## src/sv/csacc_ram.sv

```systemverilog
`default_nettype none
module csacc_ram #(
    parameter int WIDTH = 8,
    parameter int DEPTH = 16
) (
    input  wire logic                                   i_clk,
    input  wire logic                                   i_we,
    input  wire logic [(DEPTH > 1 ? $clog2(DEPTH) : 1)-1:0] i_waddr,
    input  wire logic [WIDTH-1:0]                       i_wdata,
    input  wire logic                                   i_re,
    input  wire logic [(DEPTH > 1 ? $clog2(DEPTH) : 1)-1:0] i_raddr,
    output logic      [WIDTH-1:0]                       o_rdata
);

    logic [WIDTH-1:0] r_mem [DEPTH];
    logic [WIDTH-1:0] r_rdata;

    // Write port
    always_ff @(posedge i_clk) begin
        if (i_we) begin
            r_mem[i_waddr] <= i_wdata;
        end
    end

    // Registered read port
    always_ff @(posedge i_clk) begin
        if (i_re) begin
            r_rdata <= r_mem[i_raddr];
        end
    end

    assign o_rdata = r_rdata;

endmodule
`default_nettype wire

```

## config.mk

```make
export PLATFORM = sky130hd
export DESIGN_NAME = csacc_ram
export DESIGN_NICKNAME = d
export VERILOG_FILES = /design/src/sv/csacc_ram.sv
export SDC_FILE = /design/constraint.sdc
export NUM_CORES = 1
export LEC_CHECK = 0
export BUFFER_PORTS_ARGS = -buffer_cell sky130_fd_sc_hd__buf_2
export CAP_MARGIN = 20
export CORE_MARGIN = 4
export CORE_UTILIZATION = 50
export CTS_CLUSTER_SIZE = 16
export DETAILED_ROUTE_END_ITERATION = 7
export PLACE_DENSITY = 0.67
export SETUP_SLACK_MARGIN = 0.3
export SLEW_MARGIN = 20
export SYNTH_ARGS = -nofsm -noshare
export SYNTH_HDL_FRONTEND = slang
export SYNTH_SLANG_ARGS = --single-unit
```

## constraint.sdc

```tcl
create_clock -name i_clk -period 2.5 [get_ports i_clk]
set_input_delay 0.375 -clock i_clk [delete_from_list [all_inputs] [get_ports i_clk]]
set_output_delay 0.375 -clock i_clk [all_outputs]
set_load 0.02 [all_outputs]
```

==> qor.tcl <==
set qor(grt_max_degree) 33
set qor(initial_drt_markers) 201
set qor(die_y_um) 110.3
set qor(synth_common_cells) {136 x sky130_fd_sc_hd__edfxtp_1, 18 x sky130_fd_sc_hd__mux4_2, 16 x sky130_fd_sc_hd__a22oi_1}
set qor(synth_compound_gate_area_share_pct) 2.298
set qor(post_synth_mux_area_share_pct) 14.79
set qor(timing.critical_path.cells) {buf_2}
set qor(tritoncts_num_sinks) 136
set qor(basic_gate_share_of_the_synthesized_area_counting_and_or_nand_and_nor_cells_pct) 3.135
set qor(crit_slowest_cell) {sky130_fd_sc_hd__edfxtp_1}
set qor(root_buffer) {sky130_fd_sc_hd__clkbuf_8}
set qor(row_cnt) 37
set qor(criticalPathCategory) {flip-flop to output port}
set qor(timing.final.setup_violations) 0
set qor(r2r-end) {o_rdata[3]$_DFFE_PP_}
set qor(yosys_warnings) 0
set qor(gp_congestion) 0.6999
set qor(fin_nets) 301
set qor(r2r.worst_path.cells) 3
set qor(worstSetupStartpointType) {flip-flop}
set qor(worstSetupStartpoint) {o_rdata[6]$_DFFE_PP_}
set qor(slew_headroom_pct) 46.90
set qor(cts.repair.resized) 0
set qor(synthesis.area_sq_mm) 0.005228
set qor(cp.arrival_ns) 1.12
set qor(layout-drive-gt1-share_pct) 27.99
set qor(postSynthRegisterBits) 136
set qor(route.antenna.remaining_nets) 0
set qor(yosys.area.top_type_share_pct) 78.12
set qor(drcViolationCount) 0
set qor(slew_viol_final) 0
set qor(grt_setup_unrepaired) {false}
set qor(antenna_found_initial) 0
set qor(dp.final_hpwl_um) 5850
set qor(placed_inst_area_sq_mm) 0.005602
set qor(min_period_over_period_pct) 59.81
set qor(power.ir.vdd_worst_mv) 0.4185
set qor(period_minus_slack_ns) 1.495
set qor(cts_made_buffers) 17
set qor(whs_path_depth) 1
set qor(numPortBuffers) 26
set qor(power_per_cell_area_mw_per_mm2) 792.1
set qor(cp-end-kind) {output port}
set qor(cts.reportedPaths.clkPinSlew_ns) 0.06
set qor(ys_async_sr_fraction_pct) 0
set qor(maximum_number_of_buffers_from_clock_root_to_sink) 2
set qor(synth_nets) 248
set qor(timing.critical_path.buf_inv) 1
set qor(routed_wirelength_um) 9648
set qor(syn-mean-instance-area_sq_um) 22.83
set qor(cts_tree) {done}
set qor(num_io_pins) 27
set qor(final_critical_path_setup_slack_ns) 1.005
set qor(gr-usage-all-layers_pct) 17.83
set qor(clock.fmax_ghz) 0.6688
set qor(core_area_sq_mm) 0.01023
set qor(max_slew.worst_pin.slew_ns) 0.7948
set qor(synth_fa_ha_area_share_pct) 0
set qor(slowest_delay_ns) 0.42
set qor(diodes) 0
set qor(hold_path_end) {o_rdata[2]$_DFFE_PP_}
set qor(grt_pass1_wl_um) 14600
set qor(crit-reg2reg-launch) {r_mem[0][3]$_DFFE_PP_}
set qor(post_synth_xor_area_fraction_pct) 0
set qor(die_width_um) 110.3
set qor(final.setup_skew_ns) 0.01071
set qor(cp_top_family) {flip-flops}
set qor(totalNegativeSetupSlack_ns) 0
set qor(static-leakage-power_nw) 2.042
set qor(synth.largest_area_cell) {sky130_fd_sc_hd__edfxtp_1}
set qor(worst-path-max-fanout) 1
set qor(initial_standard_cell_utilization_of_the_core_pct) 51.09
set qor(holdBufCountCts) 0
set qor(floorplan.die_area_sq_mm) 0.01216
set qor(grt.overflow.total) 0
set qor(per_cell_via_count_in_the_routed_design) 5.683
set qor(count_of_distinct_cell_types_in_the_synthesized_netlist) 18
set qor(synth_seq_area_share_pct) 78.12
set qor(post_synth_inst_count) 229
set qor(worstSkewPairLatency_ns) 0.52
set qor(fin_area_sq_mm) 0.006067
set qor(worstPathRequired_ns) 2.12
set qor(cts_max_level) 4
set qor(hold_viol_final) 0
set qor(hold_class) {input port to flip-flop}
set qor(post-synth-top-count-cell) {sky130_fd_sc_hd__edfxtp_1}
set qor(hp-start) {i_re}
set qor(wire_per_inst_um) 22.49
set qor(rrSetupSlack_ns) 1.01
set qor(ys.flop_type) {sky130_fd_sc_hd__edfxtp_1}
set qor(synth_top_family_by_area) {multiplexers}
set qor(yosys-top-cells-area) {sky130_fd_sc_hd__edfxtp_1 78%, sky130_fd_sc_hd__mux4_2 7.8%, sky130_fd_sc_hd__mux4_1 7.0%}
set qor(dpl_worst_slack_ns) 0.5187
set qor(grt_pass1_vias) 2471
set qor(max-cap-violations) 0
set qor(first_pass_iters) 5
set qor(layout_overhead_on_the_synthesized_area_pct) 16.06
set qor(synth_enable_flop_cells) 136
set qor(outcome) {finished, final reports clean}
set qor(vias) 2438
set qor(cts_post_setup_buffers_inserted) 0
## stage by stage
step	utilization [%]	total power, mW	hold WS [ns]	std cells
finish	59.30	4.806	0.2292	429
global route	59.30	4.981	0.2048	429
CTS	59.30	4.844	0.1984	429
detailed placement	54.75	2.874	0.7310	399
global placement	54.75	2.868	0.7253	399
floorplan	-	2.770	0.4739	229
## cell usage in the layout (no fill, tap or decap), drive strengths merged
cell    netlist  routed
nand3b        2       2
nand3         1       1
nor3          4       4
and2b         1       1
clkbuf        0      21
mux4         32      32
and2          1       1
nor2         13      13
buf           7      44
clkinv        0       9
nand2b        2       2
a22oi        16      16
nand2         9       9
or3b          1       1
edfxtp      136     136
nor2b         1       1
## worst max-delay path by stage
stage | depth (start not counted) | slack, ns | end
after floorplan | 2 | 0.63 | r_mem[0][0]$_DFFE_PP_
after global placement | 5 | 0.52 | o_rdata[3]$_DFFE_PP_
after detailed placement | 5 | 0.52 | o_rdata[3]$_DFFE_PP_
after CTS | 1 | 0.97 | o_rdata[6]
after global routing | 1 | 0.95 | o_rdata[6]
final | 1 | 1.00 | o_rdata[6]
## area by class of cell
type	count	area (sq um)
Fill cell	743	4164
Sequential cell	136	4084
Multi-Input combinational cell	83	1057
Clock buffer	21	429.2
Timing Repair Buffer	44	290.3
Tap cell	136	170.2
Clock inverter	9	36.28
## flip-flops by register name (all words and copies together), names as in the netlist
name,count
r_mem,128
o_rdata,8
## cells by family (layout without fill, tap and decap cells)
group,after synthesis,in the layout
compound gates,16,16
buf+inv,10,74
flops,136,136
mux,32,32
simple gates,35,35
## report_power, final
group,switching (mW),internal (mW)
Sequential,0.0135,2.57
Combinational,0.139,0.0993
Clock,0.809,1.17
## metal layers
metal	track usage, %	vias up	part of all wire (%)
li1	-	1086	-
met2	27.21	92	51
met5	0	-	0
met1	24.31	1254	41
met4	7.212	0	0.92
met3	5.358	6	6.7
No activity file was read; power rests on OpenSTA's default activity.
