## config.mk

```make
export PLATFORM = sky130hd
export DESIGN_NAME = csacc_update
export DESIGN_NICKNAME = d
export VERILOG_FILES = /design/src/sv/csacc_pkg.sv /design/src/sv/csacc_update.sv
export SDC_FILE = /design/constraint.sdc
export NUM_CORES = 1
export LEC_CHECK = 0
export ABC_CLOCK_PERIOD_IN_PS = 5200
export BUFFER_PORTS_ARGS = -buffer_cell sky130_fd_sc_hd__buf_4
export CAP_MARGIN = 0
export CORE_ASPECT_RATIO = 1.1
export CORE_MARGIN = 3
export CORE_UTILIZATION = 48
export DETAILED_ROUTE_END_ITERATION = 10
export GPL_TIMING_DRIVEN = 0
export PLACE_DENSITY = 0.84
export RECOVER_POWER = 50
export SETUP_SLACK_MARGIN = 0.15
export SLEW_MARGIN = 25
export SYNTH_ARGS = -nofsm -noshare
export SYNTH_HDL_FRONTEND = slang
export SYNTH_SLANG_ARGS = --single-unit
```

## constraint.sdc

```tcl
create_clock -name vclk -period 5.2
set_clock_uncertainty 0.1 [all_clocks]
set_input_delay 0.52 -clock vclk [all_inputs]
set_output_delay 0.52 -clock vclk [all_outputs]
set_load 0.1 [all_outputs]
```

## src/sv/csacc_pkg.sv

```systemverilog
`default_nettype none
package csacc_pkg;

    // Fixed field widths of the command and result beats
    localparam int ADDR_W = 32;

    // Access kinds
    localparam logic [1:0] CMD_LOAD      = 2'd0;
    localparam logic [1:0] CMD_STORE     = 2'd1;
    localparam logic [1:0] CMD_SNP_LOAD  = 2'd2;
    localparam logic [1:0] CMD_SNP_STORE = 2'd3;

    // Coherence modes
    localparam logic [1:0] MODE_NONE   = 2'd0;
    localparam logic [1:0] MODE_VI     = 2'd1;
    localparam logic [1:0] MODE_MSI    = 2'd2;
    localparam logic [1:0] MODE_UNUSED = 2'd3;

    // Line state codes
    localparam logic [1:0] LS_INV    = 2'd0;
    localparam logic [1:0] LS_VALID  = 2'd1;
    localparam logic [1:0] LS_SHARED = 2'd2;
    localparam logic [1:0] LS_MOD    = 2'd3;

    typedef struct packed {
        logic [1:0]        cmd;
        logic [ADDR_W-1:0] addr;
    } t_req;

    typedef struct packed {
        logic       hit;
        logic       writeback;
        logic       upgraded;
        logic [1:0] way_used;
    } t_rsp;

    typedef enum logic {
        FSM_IDLE,
        FSM_LOOKUP
    } t_fsm;

endpackage
`default_nettype wire

```

## src/sv/csacc_update.sv

```systemverilog
`default_nettype none
module csacc_update
    import csacc_pkg::*;
#(
    parameter int WAYS  = 4,
    parameter int TAG_W = 22,
    parameter int WAY_W = 2
) (
    input  wire logic [WAYS*(TAG_W+3)+WAY_W-1:0] i_row,
    input  wire logic                            i_row_vld,
    input  wire logic [1:0]                      i_mode,
    input  wire logic [1:0]                      i_cmd,
    input  wire logic [TAG_W-1:0]                i_tag,
    output logic      [WAYS*(TAG_W+3)+WAY_W-1:0] o_row,
    output t_rsp                                 o_rsp
);

    localparam int LINE_W = TAG_W + 3;
    localparam int PTR_LSB = WAYS * LINE_W;

    logic [WAYS*LINE_W+WAY_W-1:0] row_old;
    logic [TAG_W-1:0] tags   [WAYS];
    logic [1:0]       sts    [WAYS];
    logic             dtys   [WAYS];
    logic [TAG_W-1:0] n_tags [WAYS];
    logic [1:0]       n_sts  [WAYS];
    logic             n_dtys [WAYS];
    logic [WAY_W-1:0] ptr;
    logic [WAY_W-1:0] ptr_inc;
    logic [WAY_W-1:0] n_ptr;
    logic [WAY_W-1:0] hit_way;
    logic [WAY_W-1:0] way;
    logic             found;
    logic             proc;
    logic             store;
    logic [1:0]       st_sel;
    logic             dty_sel;
    logic             hit;
    logic             wb;
    logic             upg;

    // Unwritten sets read as the reset image: all zero tags, invalid, clean
    assign row_old = i_row_vld ? i_row : '0;
    assign ptr     = row_old[PTR_LSB +: WAY_W];
    assign ptr_inc = (32'(ptr) == WAYS - 1) ? '0 : WAY_W'(32'(ptr) + 1);
    assign proc    = (i_cmd == CMD_LOAD) || (i_cmd == CMD_STORE);
    assign store   = (i_cmd == CMD_STORE);

    // Unpack the set row into per-way fields
    always_comb begin
        for (int w = 0; w < WAYS; w++) begin
            tags[w] = row_old[w*LINE_W +: TAG_W];
            sts[w]  = row_old[w*LINE_W + TAG_W +: 2];
            dtys[w] = row_old[w*LINE_W + TAG_W + 2];
        end
    end

    // Compare all ways in parallel; lowest matching way wins
    always_comb begin
        logic ok;
        found   = 1'b0;
        hit_way = '0;
        for (int w = WAYS - 1; w >= 0; w--) begin
            ok = (tags[w] == i_tag);
            case (i_mode)
                MODE_NONE:   ok = ok;
                MODE_VI:     ok = ok && (sts[w] == LS_VALID);
                MODE_MSI:    ok = ok && ((sts[w] == LS_SHARED) || (sts[w] == LS_MOD));
                default:     ok = 1'b0;
            endcase
            if (ok) begin
                found   = 1'b1;
                hit_way = WAY_W'(w);
            end
        end
    end

    assign way     = found ? hit_way : ptr;
    assign st_sel  = sts[way];
    assign dty_sel = dtys[way];

    // Modify the selected line and the victim pointer
    always_comb begin
        for (int w = 0; w < WAYS; w++) begin
            n_tags[w] = tags[w];
            n_sts[w]  = sts[w];
            n_dtys[w] = dtys[w];
        end
        n_ptr = ptr;
        hit   = 1'b0;
        wb    = 1'b0;
        upg   = 1'b0;
        if (i_mode == MODE_UNUSED) begin
            // ignore the access
        end else if (proc) begin
            if (found && !((i_mode == MODE_MSI) && store && (st_sel == LS_SHARED))) begin
                hit = 1'b1;
                if (store) begin
                    n_dtys[way] = 1'b1;
                end
                n_ptr = (32'(way) == WAYS - 1) ? '0 : WAY_W'(32'(way) + 1);
            end else if (found) begin
                // upgrade a shared line to modified
                upg         = 1'b1;
                wb          = dty_sel;
                n_dtys[way] = 1'b1;
                n_sts[way]  = LS_MOD;
                n_ptr       = ptr_inc;
            end else begin
                // replace the victim line
                wb          = dty_sel;
                n_tags[way] = i_tag;
                n_dtys[way] = store;
                if (i_mode == MODE_VI) begin
                    n_sts[way] = LS_VALID;
                end else if (i_mode == MODE_MSI) begin
                    n_sts[way] = store ? LS_MOD : LS_SHARED;
                end
                n_ptr = ptr_inc;
            end
        end else if (i_mode == MODE_NONE) begin
            hit = found;
        end else if (found) begin
            hit = 1'b1;
            if (!((i_mode == MODE_MSI) && (i_cmd == CMD_SNP_LOAD) && (st_sel == LS_SHARED))) begin
                wb          = dty_sel;
                n_dtys[way] = 1'b0;
                n_sts[way]  = ((i_mode == MODE_MSI) && (i_cmd == CMD_SNP_LOAD)) ?
                              LS_SHARED : LS_INV;
            end
        end
    end

    // Repack the row for write-back
    always_comb begin
        o_row = '0;
        for (int w = 0; w < WAYS; w++) begin
            o_row[w*LINE_W +: LINE_W] = {n_dtys[w], n_sts[w], n_tags[w]};
        end
        o_row[PTR_LSB +: WAY_W] = n_ptr;
    end

    assign o_rsp.hit       = hit;
    assign o_rsp.writeback = wb;
    assign o_rsp.upgraded  = upg;
    assign o_rsp.way_used  = 2'(way);

endmodule
`default_nettype wire

```

==> results.sh, run 1 <==
export IMPL_hold_start="i_row[68]"
export IMPL_switching_share=0.715
export IMPL_final_cell_mix="222 x nand2_1, 173 x buf_4, 50 x o21ai_4, 36 x clkbuf_4, 35 x o21ai_0"
export IMPL_p_int_mw=0.314
export IMPL_post_route_period_util=0.954
export IMPL_avgRoutedWirePerCell_um=21.4
export IMPL_final_antenna_net_count=0
export IMPL_vias=7643
export IMPL_powerDensity_mw_per_mm2=147
export IMPL_synth_area_mux_share=0.00223
export IMPL_grt_pass1_vias=7127
export IMPL_tightest_slew_ns=1.16
export IMPL_hold_buffers=0
export IMPL_yosys_area_share_simple=0.461
export IMPL_vias_per_cell=6.61
export IMPL_die_h_um=107
export IMPL_crit_arrival_ns=4.34
export IMPL_start_util=0.499
export IMPL_final_max_slew_viol_count=0
export IMPL_die_x_um=98.3
export IMPL_maxCapViolations=0
export IMPL_io_buffers=234
export IMPL_syn_area_mm2=0.00449
export IMPL_synth_xor_area_share=0.0448
export IMPL_finalSetupViolations=0
export IMPL_cpMostUsedCell="clkbuf_1"
export IMPL_syn2layout_area_growth_pct=67.0
export IMPL_globalplace_congestion=1.14
export IMPL_critical_path_buf_inv_count=6
export IMPL_use_met3=0.107
export IMPL_routed_wl_mm=24.8
export IMPL_final_common_cell="nand2_1"
export IMPL_design_seq_count=0
export IMPL_grt_pass1_wl_mm=36.5
export IMPL_path_delay_family="buffers and inverters"
export IMPL_whs_path_depth=4
export IMPL_syn_avg_cell_area_um2=5.60
export IMPL_hold_violations=0
export IMPL_maxSlewHeadroom=0.230
export IMPL_num_fill_cells=631
export IMPL_drt_iter0_drc=960
export IMPL_drive_gt1_frac=0.380
export IMPL_synth_adder_area_share=0.0251
export IMPL_dr_pass1_iters=8
export IMPL_power_leakage_nw=3.22
export IMPL_diodes=0
export IMPL_peakVddDrop_uv=209
export IMPL_syn_inst=803
export IMPL_grt_max_degree=11
export IMPL_rsz0062_at_grt="true"
export IMPL_num_rows=36
export IMPL_crit_type="primary input to output port"
export IMPL_min_to="o_row[68]"
export IMPL_cp_data_required_time_ns=4.58
export IMPL_worstPathCellList="buf_4 -> clkbuf_1 -> nand3_1 -> o32a_1 -> nor3_1 -> nand4b_1 -> a21o_4 -> clkinvlp_4 -> ha_4 -> inv_2 -> nor3_4 -> clkbuf_1 -> nand2_1 -> o21ai_4 -> clkbuf_4"
export IMPL_nClkBuffers=0
export IMPL_p_comb_frac=1.000
export IMPL_tns_ns=0
export IMPL_startpoint_type="primary input"
export IMPL_status="finished, final reports clean"
export IMPL_postLayoutCellArea_mm2=0.00750
export IMPL_grt_util_met2=0.699
export IMPL_post_place_cells=1151
export IMPL_grt_antenna_before_repair=1
export IMPL_yosysSeqAreaShare=0
export IMPL_grt_usage=0.425
export IMPL_crit_fanout=10
export IMPL_hold_class="primary input to output port"
export IMPL_use_met1=0.499
export IMPL_synth_top_family_by_area="simple AND/OR/NAND/NOR gates"
export IMPL_p_clk_frac=0
export IMPL_ioPinCount=236
export IMPL_regArea_um2=0
export IMPL_yosysWarnings=0
export IMPL_core_mm2=0.00901
export IMPL_finalNonFillerCells=1157
export IMPL_fin_crit_ns=4.96
export IMPL_end_kind="output port"
export IMPL_hpwl_mm=19.1
export IMPL_fmax_ghz=0.202
export IMPL_seq_power_share=0
export IMPL_synth_compound_area_share=0.360
export IMPL_grt_overflow=0
export IMPL_critical_path_slowest_cell="clkbuf_1"
export IMPL_grt_busiest_layer="met2"
export IMPL_drc=0
export IMPL_synth_nets=941
export IMPL_dieArea_mm2=0.0106
export IMPL_switchingPower_mw=0.788
export IMPL_synth_distinct_cells=78
export IMPL_critPathMaxStageDelay_ns=0.59
export IMPL_layout_nets=1183
export IMPL_dpl_cell_area_mm2=0.00727
==> through the flow <==
stage	power [mW]	worst slack, ns	hold slack [ns]	util
2_1_floorplan	0.764	-0.0879	1.22	-
3_3_place_gp	1.04	-0.533	1.39	0.807
3_5_place_dp	1.05	-0.586	1.40	0.807
4_1_cts	1.06	0.154	1.40	0.814
5_1_grt	1.13	0.0837	1.38	0.833
6_report	1.10	0.238	1.36	0.833
==> kinds of logic (layout without fill, tap and decap cells) <==
kind of cell,count (synthesis),in the layout
simple gates,410,410
compound gates,253,253
buf+inv,107,347
xor+xnor,23,23
fa+ha+maj,9,9
mux,1,1
==> cell type report <==
cell class | instances | area [µm²] | area share
repair buffers | 240 | 1950 | 0.259
inverters | 38 | 160 | 0.0213
well taps | 114 | 143 | 0.0190
multi-input cells | 696 | 4790 | 0.638
plain buffers | 69 | 467 | 0.0622
==> worst max-delay path by stage <==
stage / cells after the start / end / slack [ns] / start
6_report: 15 / o_row[79] / 0.24 / i_tag[14]
5_1_grt: 16 / o_row[93] / 0.08 / i_tag[14]
4_1_cts: 17 / o_row[10] / 0.15 / i_mode[0]
3_5_place_dp: 18 / o_row[14] / -0.59 / i_mode[0]
3_3_place_gp: 18 / o_row[3] / -0.53 / i_mode[0]
2_1_floorplan: 15 / o_row[50] / -0.09 / i_mode[0]
==> power groups by stage <==
stage | registers (mW) | logic [mW] | clock network, mW
6_report | 0 | 1.10 | 0
5_1_grt | 0 | 1.13 | 0
4_1_cts | 0 | 1.06 | 0
3_5_place_dp | 0 | 1.05 | 0
3_3_place_gp | 0 | 1.04 | 0
2_1_floorplan | 0 | 0.764 | 0
==> timing repair <==
item,CTS,global route
endpoints found under the setup margin,76,79
buffers inserted,3,3
gates resized for setup,11,79
pin swaps,2,1
==> routing by layer <==
metal / part of all wire / up-vias
met5: 0.0012 / -
met4: 0.075 / 2
met3: 0.14 / 182
met2: 0.45 / 708
met1: 0.34 / 3399
li1: - / 3352
==> Yosys cell counts, drive strengths merged (3+ instances only) <==
master   count  area share
a221oi       5       0.011
nand3       14       0.017
nand4        8       0.014
nor3b        3      0.0050
a21oi       16       0.018
o21a         3      0.0050
ha           9       0.025
and4b        3      0.0067
xnor2       16       0.031
and2         3      0.0047
nand2      222        0.19
a31o         6       0.012
or4          3      0.0067
nand3b       7       0.012
nor2        33       0.028
inv         36       0.030
nor4        16       0.036
or2          3      0.0042
clkbuf      42       0.035
nor3        15       0.017
a22oi       11       0.018
a222oi       3      0.0067
buf         27       0.039
o32ai        4      0.0078
nand2b      22       0.031
nor2b       29       0.040
o21ai      131        0.15
or3b         4      0.0078
a2111oi      4      0.0092
o22ai       12       0.017
xor2         7       0.014
or3          5      0.0070
o221ai       9       0.018
o2111ai      6       0.012
a31oi        8       0.011
nor4bb      10       0.022
a22o         7       0.014
o211ai       6       0.010
and3         3      0.0042
nand4b       3      0.0058
==> tightest hold or removal path, cell delays in order <==
cell and delay (ns):
buf_4 0.13, nand2_1 0.06, o21ai_1 0.06, buf_6 0.18
Note: power is estimated with default switching activity, not from simulation.
==> run 2, diff against run 1 <==
- GPL_TIMING_DRIVEN: 0 -> not set
- PLACE_DENSITY: 0.84 -> not set
- PLACE_DENSITY_LB_ADDON: not set -> 0.3
==> results.sh, run 2 (same netlist as run 1, synthesis figures left out) <==
export IMPL_grt_pass1_wl_mm=33.6
export IMPL_finalSetupViolations=0
export IMPL_powerDensity_mw_per_mm2=149
export IMPL_end_kind="output port"
export IMPL_post_route_period_util=0.948
export IMPL_drc=0
export IMPL_diodes=0
export IMPL_grt_max_degree=45
export IMPL_hold_violations=0
export IMPL_die_x_um=98.3
export IMPL_final_cell_mix="222 x nand2_1, 202 x buf_4, 50 x o21ai_4, 35 x o21ai_0, 33 x inv_1"
export IMPL_postLayoutCoreUtil=0.771
export IMPL_p_total_mw=1.04
export IMPL_maxSlewHeadroom=0.213
export IMPL_dieArea_mm2=0.0106
export IMPL_grt_pass1_vias=6694
export IMPL_num_rows=36
export IMPL_maxCapViolations=0
export IMPL_num_fill_cells=727
export IMPL_whs_path_depth=4
export IMPL_hold_buffers=0
export IMPL_design_seq_count=0
export IMPL_drt_iter0_drc=874
export IMPL_final_antenna_net_count=0
export IMPL_core_mm2=0.00901
export IMPL_regArea_um2=0
export IMPL_vias=7216
export IMPL_grt_antenna_before_repair=0
export IMPL_cts_setup_buffers=0
export IMPL_final_max_slew_viol_count=0
export IMPL_tns_ns=0
export IMPL_avgRoutedWirePerCell_um=19.8
export IMPL_hpwl_mm=17.1
export IMPL_multi_input_area_mm2=0.00478
export IMPL_dr_pass1_iters=8
export IMPL_status="finished, final reports clean"
export IMPL_rsz0062_at_grt="false"
export IMPL_cp_data_required_time_ns=4.58
export IMPL_die_h_um=107
export IMPL_crit_type="primary input to output port"
export IMPL_final_common_cell="nand2_1"
export IMPL_tightest_slew_ns=1.18
export IMPL_nClkBuffers=0
export IMPL_fmax_ghz=0.203
export IMPL_startpoint_type="primary input"
export IMPL_syn2layout_area_growth_pct=54.5
export IMPL_power_leakage_nw=2.96
export IMPL_routed_wl_mm=21.8
export IMPL_globalplace_congestion=0.989
export IMPL_start_util=0.499
export IMPL_peakVddDrop_uv=171
export IMPL_layout_nets=1125
export IMPL_crit_arrival_ns=4.31
export IMPL_vias_per_cell=6.57
export IMPL_grt_overflow=0
export IMPL_hold_class="primary input to output port"
export IMPL_ioPinCount=236
export IMPL_fin_crit_ns=4.93
export IMPL_grt_usage=0.380
export IMPL_io_buffers=236
export IMPL_crit_fanout=36
export IMPL_drive_gt1_frac=0.365
[run 2: changes by cell type in the layout (fill, tap and decap cells not counted), sizes merged]
cell    previous run  this run
and3               3         4
buf              234       209
clkbuf            75        41
[run 2: path summary, 6_finish.rpt]
check | start | end | slack [ns]
setup / recovery | i_row_vld | o_row[38] | 0.27
hold / removal | i_row[58] | o_row[58] | 1.39
[run 2: where the power goes]
group	internal, mW	total, mW	switching, mW
sequential	0	0	0
clock	0	0	0
combinational	0.278	1.04	0.759
total	0.278	1.04	0.759
[run 2: final cells by class]
cell class / count / area share
tap: 114 / 0.0205
timing repair buffer: 250 / 0.268
multi-input combinational: 697 / 0.688
inverter: 38 / 0.0231
[run 2: repair_timing]
item                                    CTS  global route
endpoints found under the setup margin    0            46
endpoints found under the hold margin     0             0
gates resized for setup                   0             8
[run 2: critical path, stage by stage]
cell and delay, ns:
buf_4 0.34, clkinv_1 0.37, a221o_1 0.37, o32ai_1 0.16, o2111a_1 0.31, nand4b_1 0.25
a21o_4 0.33, clkinvlp_4 0.11, ha_1 0.43, and3_4 0.72, o21ai_4 0.07, clkbuf_4 0.30
[run 2: layer usage]
layer,GRT usage,share of wire,vias up
li1,-,-,3239
met1,0.462,0.36,3291
met2,0.661,0.47,561
met3,0.0648,0.12,125
met4,0.160,0.054,0
met5,0,0,-
[run 2: per-stage QoR]
step / hold slack (ns) / instances / instance area [µm²] / setup WS [ns]
2_1_floorplan: 1.22 / 803 / 5370 / -0.0879
3_3_place_gp: 1.39 / 1098 / 6990 / 0.330
3_5_place_dp: 1.39 / 1098 / 6990 / 0.231
4_1_cts: 1.39 / 1098 / 6990 / 0.219
5_1_grt: 1.42 / 1099 / 6940 / 0.0809
6_report: 1.39 / 1099 / 6940 / 0.269
==> run 3, diff against run 2 <==
- ABC_CLOCK_PERIOD_IN_PS: 5200 -> 4000
- CORE_UTILIZATION: 48 -> 44
- PLACE_DENSITY: not set -> 0.81
- PLACE_DENSITY_LB_ADDON: 0.3 -> not set
- clock period: 5.2 -> 4 ns (I/O delays scaled with it)
==> results.sh, run 3 <==
export IMPL_status="stopped before the end"
export IMPL_failed_stage="4_1_cts"
export IMPL_error="[ERROR DPL-0038] Utilization greater than 100%, impossible to legalize"
export IMPL_synth_distinct_cells=78
export IMPL_die_x_um=102
export IMPL_globalplace_congestion=1.11
export IMPL_ioPinCount=236
export IMPL_synth_adder_area_share=0.0251
export IMPL_ys_top_cells_by_count="222 x nand2_1, 123 x o21ai_0, 42 x clkbuf_1"
export IMPL_syn_avg_cell_area_um2=5.60
export IMPL_yosysWarnings=0
export IMPL_synth_compound_area_share=0.360
export IMPL_cts_resized=515
export IMPL_synth_xor_area_share=0.0448
export IMPL_yosys_top_cells_area="nand2_1 19%, o21ai_0 14%, nor2b_1 4.0%, clkbuf_1 3.5%, xnor2_1 3.1%"
export IMPL_yosysSeqAreaShare=0
export IMPL_io_buffers=236
export IMPL_hold_buffers=0
export IMPL_num_rows=38
export IMPL_start_util=0.452
export IMPL_syn_area_mm2=0.00449
export IMPL_die_h_um=112
export IMPL_cts_setup_buffers=59
export IMPL_synth_area_mux_share=0.00223
export IMPL_yosys_area_share_simple=0.461
export IMPL_synth_largest_area_cell="nand2_1"
export IMPL_hpwl_mm=21.8
export IMPL_yosysMostFrequentCell="nand2_1"
export IMPL_synth_top_cell_area_share=0.185
export IMPL_synth_nets=941
export IMPL_syn_inst=803
export IMPL_synth_top_family_by_area="simple AND/OR/NAND/NOR gates"
run 3: through the flow:
| stage | instance area, µm² | hold WS (ns) | setup slack, ns | TNS [ns] | instances |
|---|---|---|---|---|---|
| global placement | 8880 | 1.15 | -0.265 | -14.47 | 1271 |
| detailed placement | 8880 | 1.16 | -0.531 | -31.15 | 1271 |
| floorplan | 5920 | 0.991 | -0.827 | -43.93 | 803 |
run 3: kinds of logic after synthesis:
logic type | Yosys count
fa+ha+maj | 9
buf+inv | 107
simple gates | 410
xor+xnor | 23
mux | 1
compound gates | 253
==> run 4, diff against run 3 <==
- ABC_CLOCK_PERIOD_IN_PS: 4000 -> 5200
- CORE_ASPECT_RATIO: 1.1 -> not set
- CORE_UTILIZATION: 44 -> 35
- PLACE_DENSITY: 0.81 -> not set
- PLACE_DENSITY_LB_ADDON: not set -> 0.15
- SETUP_SLACK_MARGIN: 0.15 -> not set
- clock period: 4 -> 5.2 ns (I/O delays scaled with it)
==> results.sh, run 4 (same netlist as run 1, synthesis figures left out) <==
export IMPL_status="finished, final reports clean"
export IMPL_hpwl_mm=17.6
export IMPL_fmax_ghz=0.202
export IMPL_rsz0062_at_grt="false"
export IMPL_num_rows=40
export IMPL_drive_gt1_frac=0.377
export IMPL_final_max_slew_viol_count=0
export IMPL_p_int_mw=0.264
export IMPL_grt_pass1_wl_mm=34.6
export IMPL_dr_pass1_iters=5
export IMPL_grt_usage=0.294
export IMPL_end_kind="output port"
export IMPL_final_antenna_net_count=0
export IMPL_whs_path_depth=4
export IMPL_hold_start="i_row[92]"
export IMPL_diodes=0
export IMPL_grt_antenna_before_repair=0
export IMPL_final_common_cell="nand2_1"
export IMPL_crit_arrival_ns=4.34
export IMPL_grt_overflow=0
export IMPL_regArea_um2=0
export IMPL_nClkBuffers=0
export IMPL_die_x_um=119
export IMPL_vias_per_cell=5.81
export IMPL_switching_share=0.739
export IMPL_finalNonFillerCells=1157
export IMPL_post_route_period_util=0.954
export IMPL_globalplace_congestion=0.991
export IMPL_io_buffers=236
export IMPL_peakVddDrop_uv=157
export IMPL_drt_iter0_drc=756
export IMPL_grt_max_degree=45
export IMPL_p_comb_frac=1.000
export IMPL_dieArea_mm2=0.0142
export IMPL_vias=6721
export IMPL_p_total_mw=1.01
export IMPL_cts_setup_buffers=0
export IMPL_powerDensity_mw_per_mm2=148
export IMPL_drc=0
export IMPL_crit_fanout=44
export IMPL_routed_wl_mm=22.4
export IMPL_startpoint_type="primary input"
export IMPL_final_cell_mix="222 x nand2_1, 199 x buf_4, 56 x o21ai_2, 35 x inv_1, 35 x o21ai_0"
export IMPL_tightest_slew_ns=1.20
export IMPL_crit_start="i_row_vld"
export IMPL_switchingPower_mw=0.748
export IMPL_post_place_cells=1157
export IMPL_maxCapViolations=0
export IMPL_cp_data_required_time_ns=4.58
export IMPL_start_util=0.367
export IMPL_hold_class="primary input to output port"
export IMPL_die_h_um=119
export IMPL_seq_power_share=0
export IMPL_core_mm2=0.0123
export IMPL_crit_type="primary input to output port"
export IMPL_grt_pass1_vias=6345
export IMPL_finalSetupViolations=0
export IMPL_power_leakage_nw=2.97
export IMPL_maxSlewHeadroom=0.203
export IMPL_p_clk_frac=0
export IMPL_avgRoutedWirePerCell_um=19.3
export IMPL_design_seq_count=0
export IMPL_hold_buffers=0
export IMPL_fin_crit_ns=4.96
export IMPL_min_to="o_row[92]"
export IMPL_layout_nets=1129
export IMPL_ioPinCount=236
export IMPL_syn2layout_area_growth_pct=51.6
export IMPL_hold_violations=0
run 4: power by group through the flow:
stage               clock, mW  sequential [mW]  combinational [mW]
global placement            0                0                1.02
global route                0                0                1.06
detailed placement          0                0                1.02
finish                      0                0                1.01
floorplan                   0                0               0.743
CTS                         0                0                1.02
run 4: worst max path at each step:
stage	slack [ns]	end	cells after the start
after floorplan	-0.35	o_row[14]	16
after global placement	0.30	o_row[98]	19
after detailed placement	0.24	o_row[98]	19
after CTS	0.22	o_row[98]	19
after global routing	0.005	o_row[98]	19
final	0.24	o_row[79]	16
run 4: through the flow:
step	hold slack [ns]	worst slack, ns	instance area (µm²)	setup TNS [ns]	util
floorplan	1.23	-0.345	5100	-8.21	-
global placement	1.39	0.304	6940	0	0.566
detailed placement	1.39	0.239	6940	0	0.566
CTS	1.39	0.220	6940	0	0.566
global route	1.41	0.00453	6810	0	0.556
finish	1.39	0.239	6810	0	0.556
run 4: area by class of cell:
type / instances / area, µm²
inverters: 38 / 148
repair buffers: 255 / 1860
multi-input cells: 696 / 4600
well taps: 168 / 210
fillers: 1288 / 5450
run 4: timing repair:
action / CTS / global route
endpoints found under the setup margin: 0 / 1
gates resized for setup: 0 / 2
endpoints found under the hold margin: 0 / 0
run 4: worst max-delay path: stages:
cell and delay [ns]:
buf_4 0.29, buf_4 0.26, buf_4 0.35, nand3_1 0.11, o32a_1 0.32, nor3_1 0.20
nand4b_1 0.25, a21o_4 0.32, clkinvlp_4 0.10, ha_1 0.27, inv_1 0.11, nor3_2 0.36
buf_12 0.29, nand2_1 0.13, o21ai_4 0.08, buf_4 0.31
run 4: metal layers:
metal / track usage / up-vias / share of wire
met4: 0.0601 / 0 / 0.017
met2: 0.491 / 359 / 0.46
met1: 0.404 / 3071 / 0.41
met3: 0.0380 / 35 / 0.11
li1: - / 3256 / -
met5: 0 / - / 0
